`config.mk`:
```
export PLATFORM = sky130hd
export DESIGN_NAME = hata_log
export DESIGN_NICKNAME = d
export VERILOG_FILES = /design/src/hdl/hata_pkg.sv /design/src/hdl/hata_log.sv
export SDC_FILE = /design/constraint.sdc
export NUM_CORES = 1
export LEC_CHECK = 0
export BUFFER_PORTS_ARGS = -buffer_cell sky130_fd_sc_hd__buf_2
export CORE_MARGIN = 2
export CORE_UTILIZATION = 50
export DETAILED_ROUTE_END_ITERATION = 12
export PLACE_DENSITY = 0.67
export SETUP_SLACK_MARGIN = 0.1
export SYNTH_ARGS = -nofsm -noshare
export SYNTH_HDL_FRONTEND = slang
export SYNTH_SLANG_ARGS = --single-unit
```
`constraint.sdc`:
```
create_clock -name i_clk -period 17.2 [get_ports i_clk]
set_input_delay 1.72 -clock i_clk [delete_from_list [all_inputs] [get_ports i_clk]]
set_output_delay 1.72 -clock i_clk [all_outputs]
set_load 0.02 [all_outputs]
```
`src/hdl/hata_pkg.sv`:
```
// ----------------------------------------------------------------------------
// hata_pkg
// Types and fixed-point constants shared by the path loss pipeline.
// ----------------------------------------------------------------------------
package hata_pkg;

    // One link query.
    typedef struct packed {
        logic        big_city;
        logic [10:0] frequency_mhz;
        logic [10:0] base_height_dm;
        logic [6:0]  mobile_height_dm;
        logic [10:0] distance_dam;
    } t_in_item;

    // One result.
    typedef struct packed {
        logic [15:0] loss_db_q8;
        logic        range_clamped;
    } t_out_item;

    // Q16 constants.
    localparam logic signed [39:0] Q_69P55    = 40'sd4558029;
    localparam logic signed [39:0] Q_26P16    = 40'sd1714422;
    localparam logic signed [39:0] Q_13P82    = 40'sd905708;
    localparam logic signed [39:0] Q_44P9     = 40'sd2942566;
    localparam logic signed [39:0] Q_6P55     = 40'sd429261;
    localparam logic signed [39:0] Q_8P29     = 40'sd543293;
    localparam logic signed [39:0] Q_1P54_LG  = 40'sd12289;
    localparam logic signed [39:0] Q_11P75_LG = 40'sd70126;
    localparam logic signed [39:0] Q_1P1      = 40'sd72090;
    localparam logic signed [39:0] Q_3P2      = 40'sd209715;
    localparam logic signed [39:0] Q_4P97     = 40'sd325714;
    localparam logic signed [39:0] Q_1P56     = 40'sd102236;
    localparam logic signed [39:0] Q_0P8      = 40'sd52429;
    localparam logic signed [39:0] Q_0P7      = 40'sd45875;
    localparam logic signed [39:0] Q_ONE      = 40'sd65536;
    localparam logic [14:0]        Q_LG2      = 15'd19728;

    // Reciprocal of ten scaled by 2^27, rounded up; exact for the mobile
    // height conversion over its whole range.
    localparam logic [23:0] HM_RECIP = 24'd13421773;

    localparam logic [10:0] THR_RESET = 11'd200;

    // log2(1 + i/16) in Q16.
    function automatic logic [16:0] log2_tab(input logic [4:0] idx);
        logic [16:0] v;
        begin
            case (idx)
                5'd0:    v = 17'd0;
                5'd1:    v = 17'd5732;
                5'd2:    v = 17'd11136;
                5'd3:    v = 17'd16248;
                5'd4:    v = 17'd21098;
                5'd5:    v = 17'd25711;
                5'd6:    v = 17'd30109;
                5'd7:    v = 17'd34312;
                5'd8:    v = 17'd38336;
                5'd9:    v = 17'd42196;
                5'd10:   v = 17'd45904;
                5'd11:   v = 17'd49472;
                5'd12:   v = 17'd52911;
                5'd13:   v = 17'd56229;
                5'd14:   v = 17'd59434;
                5'd15:   v = 17'd62534;
                default: v = 17'd65536;
            endcase
            return v;
        end
    endfunction

    // Q16 product, floor toward minus infinity (arithmetic shift).
    // Every operand of the model stays well inside 32 signed bits.
    function automatic logic signed [39:0] qmul(input logic signed [39:0] a,
                                                input logic signed [39:0] b);
        logic signed [31:0] a_s;
        logic signed [31:0] b_s;
        logic signed [63:0] p;
        begin
            a_s = a[31:0];
            b_s = b[31:0];
            p   = a_s * b_s;
            return {{8{p[63]}}, p[47:16]};
        end
    endfunction

endpackage

```
`src/hdl/hata_log.sv`:
```
// ----------------------------------------------------------------------------
// hata_log
// Two-stage base-10 log of an 11-bit integer, Q16 result.
// ----------------------------------------------------------------------------
module hata_log (
    input  logic               i_clk,
    input  logic               i_en,
    input  logic [10:0]        i_x,
    output logic signed [39:0] o_lg
);

    logic [3:0]  n;
    logic [26:0] m;
    logic [15:0] r;
    logic [3:0]  ti;
    logic [11:0] tf;
    logic [16:0] t0;
    logic [16:0] t1;
    logic [29:0] n_l2;
    logic [29:0] r_l2;
    logic [44:0] prod;

    // Leading-one position, normalize and interpolate.
    always_comb begin
        n = 4'd0;
        for (int k = 1; k < 11; k++) begin
            if (i_x[k]) n = 4'(k);
        end
        m    = {i_x, 16'd0} >> n;
        r    = m[15:0];
        ti   = r[15:12];
        tf   = r[11:0];
        t0   = hata_pkg::log2_tab({1'b0, ti});
        t1   = hata_pkg::log2_tab({1'b0, ti} + 5'd1);
        n_l2 = {10'd0, n, 16'd0} + {13'd0, t0}
             + 30'(({17'd0, (t1 - t0)} * {22'd0, tf}) >> 12);
    end

    always_ff @(posedge i_clk) begin
        if (i_en) begin
            r_l2 <= n_l2;
        end
    end

    // Scale by lg 2.
    assign prod = {15'd0, r_l2} * {30'd0, hata_pkg::Q_LG2};
    always_ff @(posedge i_clk) begin
        if (i_en) begin
            o_lg <= 40'(prod >> 16);
        end
    end

endmodule
```
==> Word-level counts from Yosys, hierarchy flattened <==
Memories as Yosys holds them, arrays and structs flattened.
Cells that the tools add are included.
{ "classes": {"addsub": 4, "multipliers": 2, "n_div": 0, "order_cmp": 0, "n_eq_ne": 0, "shift": 1, "n_mux": 11, "bitwise": 0, "n_reduce_logical": 0} }
{ "ops": {"columns": ["cell", "count"], "rows": [
  ["$mul 30x11->41 const B", 1],
  ["$mul 17x12->29", 1],
  ["$mux 4", 7],
  ["$shr 27x4->16", 1],
  ["$add 21x17->22", 1],
  ["$add 20x17->21", 1],
  ["$mux 17", 1],
  ["$sub 17x17->17", 1],
  ["$add 4x1->5 const B", 1],
  ["$mux 2", 2],
  ["$mux 1", 1]
]} }
{ "word_totals": {"ff_bits": 59, "latchBits": 0, "ramBits": 0, "romBits": 512, "input_bits": 13, "wordCells": 22, "n_memories": 2} }
{ "mem_list": {"columns": ["name", "words", "word_bits", "read_ports", "rd_ports_with_merged_regs", "write_ports", "line", "source"], "rows": [
  ["(no name shown)", 16, 16, 1, 0, 0, "hata_pkg.sv:50", "case (idx)"],
  ["(no name shown)", 16, 16, 1, 0, 0, "hata_pkg.sv:50", null]
]} }

==> Depth between registers and ports, before layout <==
An unclocked memory read counts as a cell.
{ "logic_depth": {"depth_word": 17, "depth_mapped": 53, "ltp_nobuf": 51} }

==> Worst setup path before layout <==
OpenSTA, ideal clock, no wires.
{ "synth_path": {"path_kind": "input -> register", "from": "in i_x[2]", "to": "reg r_l2[19], data pin", "setup_time_ns": 0.277, "t_arrival_ns": 12.812, "required_time_ns": 16.923, "setup_slack_ns": 4.111, "cell_stages": 48, "n_path_buf": 1, "cell_sequence": "nand2b_1 a221oi_2 o31a_1 mux2i_1 a21boi_0 a221oi_2 inv_1 ha_1 inv_1 ha_1 clkbuf_1 nor2_1 o21ai_0 a21oi_1 ha_1 nor2b_1 o21ai_0 a21boi_0 [... 12 more ...] ha_1 nand2_1 o21ai_0 a211oi_1 o21ai_1 o21a_1 o21a_1 o21a_1 nor3_1 nor2_1 ha_1 o41ai_1 nand2b_1 o22ai_1 o41a_1 a2111oi_0 o2bb2ai_1 o21ai_0"} }
{ "synth_between": {"elab_chain_len": 16} }
{ "synth_rtl": {"columns": ["item", "line", "source"], "rows": [
  ["from (decl)", "hata_log.sv:8", "input logic [10:0] i_x,"],
  ["$mux 2 (2 in a row)", "hata_log.sv:27", "if (i_x[k]) n = 4'(k);"],
  ["$mux 4 (7 in a row)", "hata_log.sv:27", null],
  ["$shr 27x4->16", "hata_log.sv:29", "m = {i_x, 16'd0} >> n;"],
  ["$add 4x1->5", "hata_log.sv:34", "t1 = hata_pkg::log2_tab({1'b0, ti} + 5'd1);"],
  ["$mem_v2 16x16", null, null],
  ["$mux 17", "hata_pkg.sv:50", null],
  ["$sub 17x17->17", "hata_log.sv:36", "+ 30'(({17'd0, (t1 - t0)} * {22'd0, tf}) >> 12);"],
  ["$mul 17x12->29", "hata_log.sv:36", null],
  ["$add 21x17->22 *", "hata_log.sv:36", null],
  ["named net n_l2[19]", "hata_log.sv:19", "logic [29:0] n_l2;"],
  ["to (signal assigned)", "hata_log.sv:41", "r_l2 <= n_l2;"],
  ["to (decl)", "hata_log.sv:20", "logic [29:0] r_l2;"]
]} }
The timed path passes the listed nets; every way through them passes the cells marked *.
A chain may end at the register's enable or synchronous reset.

==> Worst setup path after layout <==
Ends and elaborated chain as after synthesis.

==> results by group <==
Outcome
  – Status: completed

Critical path
  – Critical path capture point type: flop
  – Critical Path RT: 17210 ps
  – CP Max Fanout: 19
  – Crit-path max cell delay: 620 ps
  – Worst setup SP type: input pin
  – CP max-delay cell: a2111oi_0
  – Critical path class: input pin to flop
  – Critical Path AT: 14870 ps

Clock network
  – Post-CTS Hold Buffers: 0
  – H-Tree Depth: 2
  – Clock buffer count from CTS: 5
  – Post-CTS setup buffers: 0
  – Sink Count: 42
  – Root buf cell: clkbuf_16
  – CTS tree: yes
  – Clock buffer depth: 2
  – Post-cts sizing count: 0
  – CTS clk-pin slew, worst paths: 60 ps
  – Clock latency on the worst-skew pair: 290 ps

Floorplan
  – Die Height: 164 um
  – Total die area: 26900 um^2
  – Std-Cell Rows: 58
  – I/O Pins: 53
  – Core Box Area: 25200 um^2
  – Die Width: 164 um
  – Initial Utilization: 50.9%

Global route
  – Congestion Overflow GR: 0
  – Vias in the first global route: 9449
  – Initial antenna violation count: 0
  – Pin count of the biggest net entering global routing: 43
  – First-pass GRT wire length: 44.1 mm
  – Total Routing Usage GR: 20.3%

Timing
  – Worst-margin pin slew: 901 ps
  – Setup_tns: 0 ps
  – Max Clk Rate: 67.3 MHz
  – Final Cycle Share: 86.4%
  – Hold_ws: 943 ps
  – Shortest period the worst path allows: 14850 ps
  – Final Slew Violations: 0
  – Max transition margin: 40.0%
  – Final hold violation count: 0
  – Total setup violations reported at the end of the flow: 0
  – RSZ-0062 raised after global routing: false
  – Clock Skews: 6.54 ps

Logic synthesis
  – Netlist Area Pre-Place: 12800 um^2
  – Post-synthesis async set-or-reset flop share: 0%
  – Number of synthesized register bits: 42
  – Top FF cell, synth: edfxtp_1
  – Post-synth EDFFs: 42
  – Post-Syn Instances: 1404
  – Yosys warns: 0
  – Syn Area/Cell: 9.12 um^2
  – Yosys cell types: 70
  – Sequential share of the synthesized area: 9.85%

Routing
  – First-pass DRT Iterations: 5
  – Antenna-violating nets left: 0
  – Number of DRC markers in iteration 0: 537
  – # DRC: 0
  – Routed WL: 25.7 mm
  – WL/cell: 14.0 um
  – Routed vias: 9419
  – Via/cell ratio: 5.12

Layout
  – Most frequent cells in the layout: 270 x inv_1, 238 x ha_1, 183 x fa_1, 149 x nor2_1, 103 x conb_1
  – Layout cells sized above 1: 4.90%
  – Most common cell after layout, fill and taps aside: inv_1
  – Fin nets: 1943
  – N_diodes: 0
  – Synth-to-Final Area Change: 7.04%
  – Final non-filler cell total: 1840

Worst hold path
  – Hold crit path type: flop to flop

Placed design
  – Placed cell count: 1832
  – DP Wirelength: 22.4 mm
  – IO buf count: 33
  – RD Place Congestion: 0.943

Run
  – Number of max-cap violations: 0
[path summary, 6_finish.rpt]
path / startpoint / end / slack, ps / cells past startpoint
worst max-delay path: i_x[2] / r_l2[19]$_DFFE_PP_ / 2350 / 49
worst min-delay path: r_l2[20]$_DFFE_PP_ / o_lg[20]$_DFFE_PP_ / 940 / 2
worst max register to register: r_l2[6]$_DFFE_PP_ / o_lg[20]$_DFFE_PP_ / 11460 / 18
worst min register to register: r_l2[20]$_DFFE_PP_ / o_lg[20]$_DFFE_PP_ / 940 / 2
[synthesized netlist by cell type, drive strengths merged (6+ instances only)]
library cell / count / area (um^2)
nand2b: 18 / 113
nand2: 76 / 285
or2: 9 / 56.3
a21o: 19 / 143
nor3: 34 / 191
clkbuf: 11 / 42.5
a211oi: 15 / 113
buf: 34 / 225
nor2: 149 / 559
o21a: 16 / 120
edfxtp: 42 / 1260
o21ai: 37 / 189
fa: 183 / 3660
a21oi: 63 / 315
nand3: 20 / 100
ha: 238 / 2980
o22ai: 6 / 37.5
nor2b: 10 / 62.6
inv: 272 / 1020
xnor2: 46 / 422
and2: 12 / 75.1
xor2: 18 / 158
[through the flow]
step           util [%]  instance area (um^2)  setup slack (ps)
5_1_grt            54.4                 13700              1250
3_5_place_dp       53.9                 13600              2190
3_3_place_gp       53.9                 13600              2400
4_1_cts            54.4                 13700              2460
6_report           54.4                 13700              2350
2_1_floorplan         -                 13200              4110
[registers in the layout, indices dropped and copies added, names as in the netlist]
| signal | flops |
|---|---|
| r_l2 | 21 |
| o_lg | 21 |
[logic make-up (layout without fill, tap and decap cells)]
group | Yosys count | count (layout) | synth area share, %
buf+inv | 318 | 323 | 10.1
mux | 7 | 7 | 0.655
xor+xnor | 64 | 64 | 4.52
fa+ha+maj | 421 | 421 | 51.9
compound gates | 209 | 209 | 11.0
other cells | 2 | 103 | 0.0586
flops | 42 | 42 | 9.85
simple gates | 341 | 341 | 11.9
[worst max-delay path: cells and delay by family]
| kind | cells | cell delay [ps] |
|---|---|---|
| simple gates | 8 | 1360 |
| compound gates | 22 | 5820 |
| buf+inv | 7 | 940 |
| xor+xnor | 1 | 560 |
| mux | 1 | 440 |
| fa+ha+maj | 10 | 4020 |
[final cells by class]
class	instances	area (um^2)
tap	330	413
multi-input combinational	1145	10600
fill	2354	11500
inverter	273	1020
clock buffer	5	125
timing repair buffer	42	233
sequential	42	1260
clock inverter	3	16.3
[routing by layer]
| metal | GRT usage [%] | wire length (um) | vias up |
|---|---|---|---|
| met3 | 1.19 | 1050 | 34 |
| met2 | 35.9 | 12700 | 195 |
| li1 | - | - | 4677 |
| met4 | 5.62 | 730 | 0 |
| met5 | 0 | 0 | - |
| met1 | 27.1 | 11300 | 4513 |
Power is not shown: default switching activity piles up to over one toggle a cycle in this logic, so the estimate is an artifact.
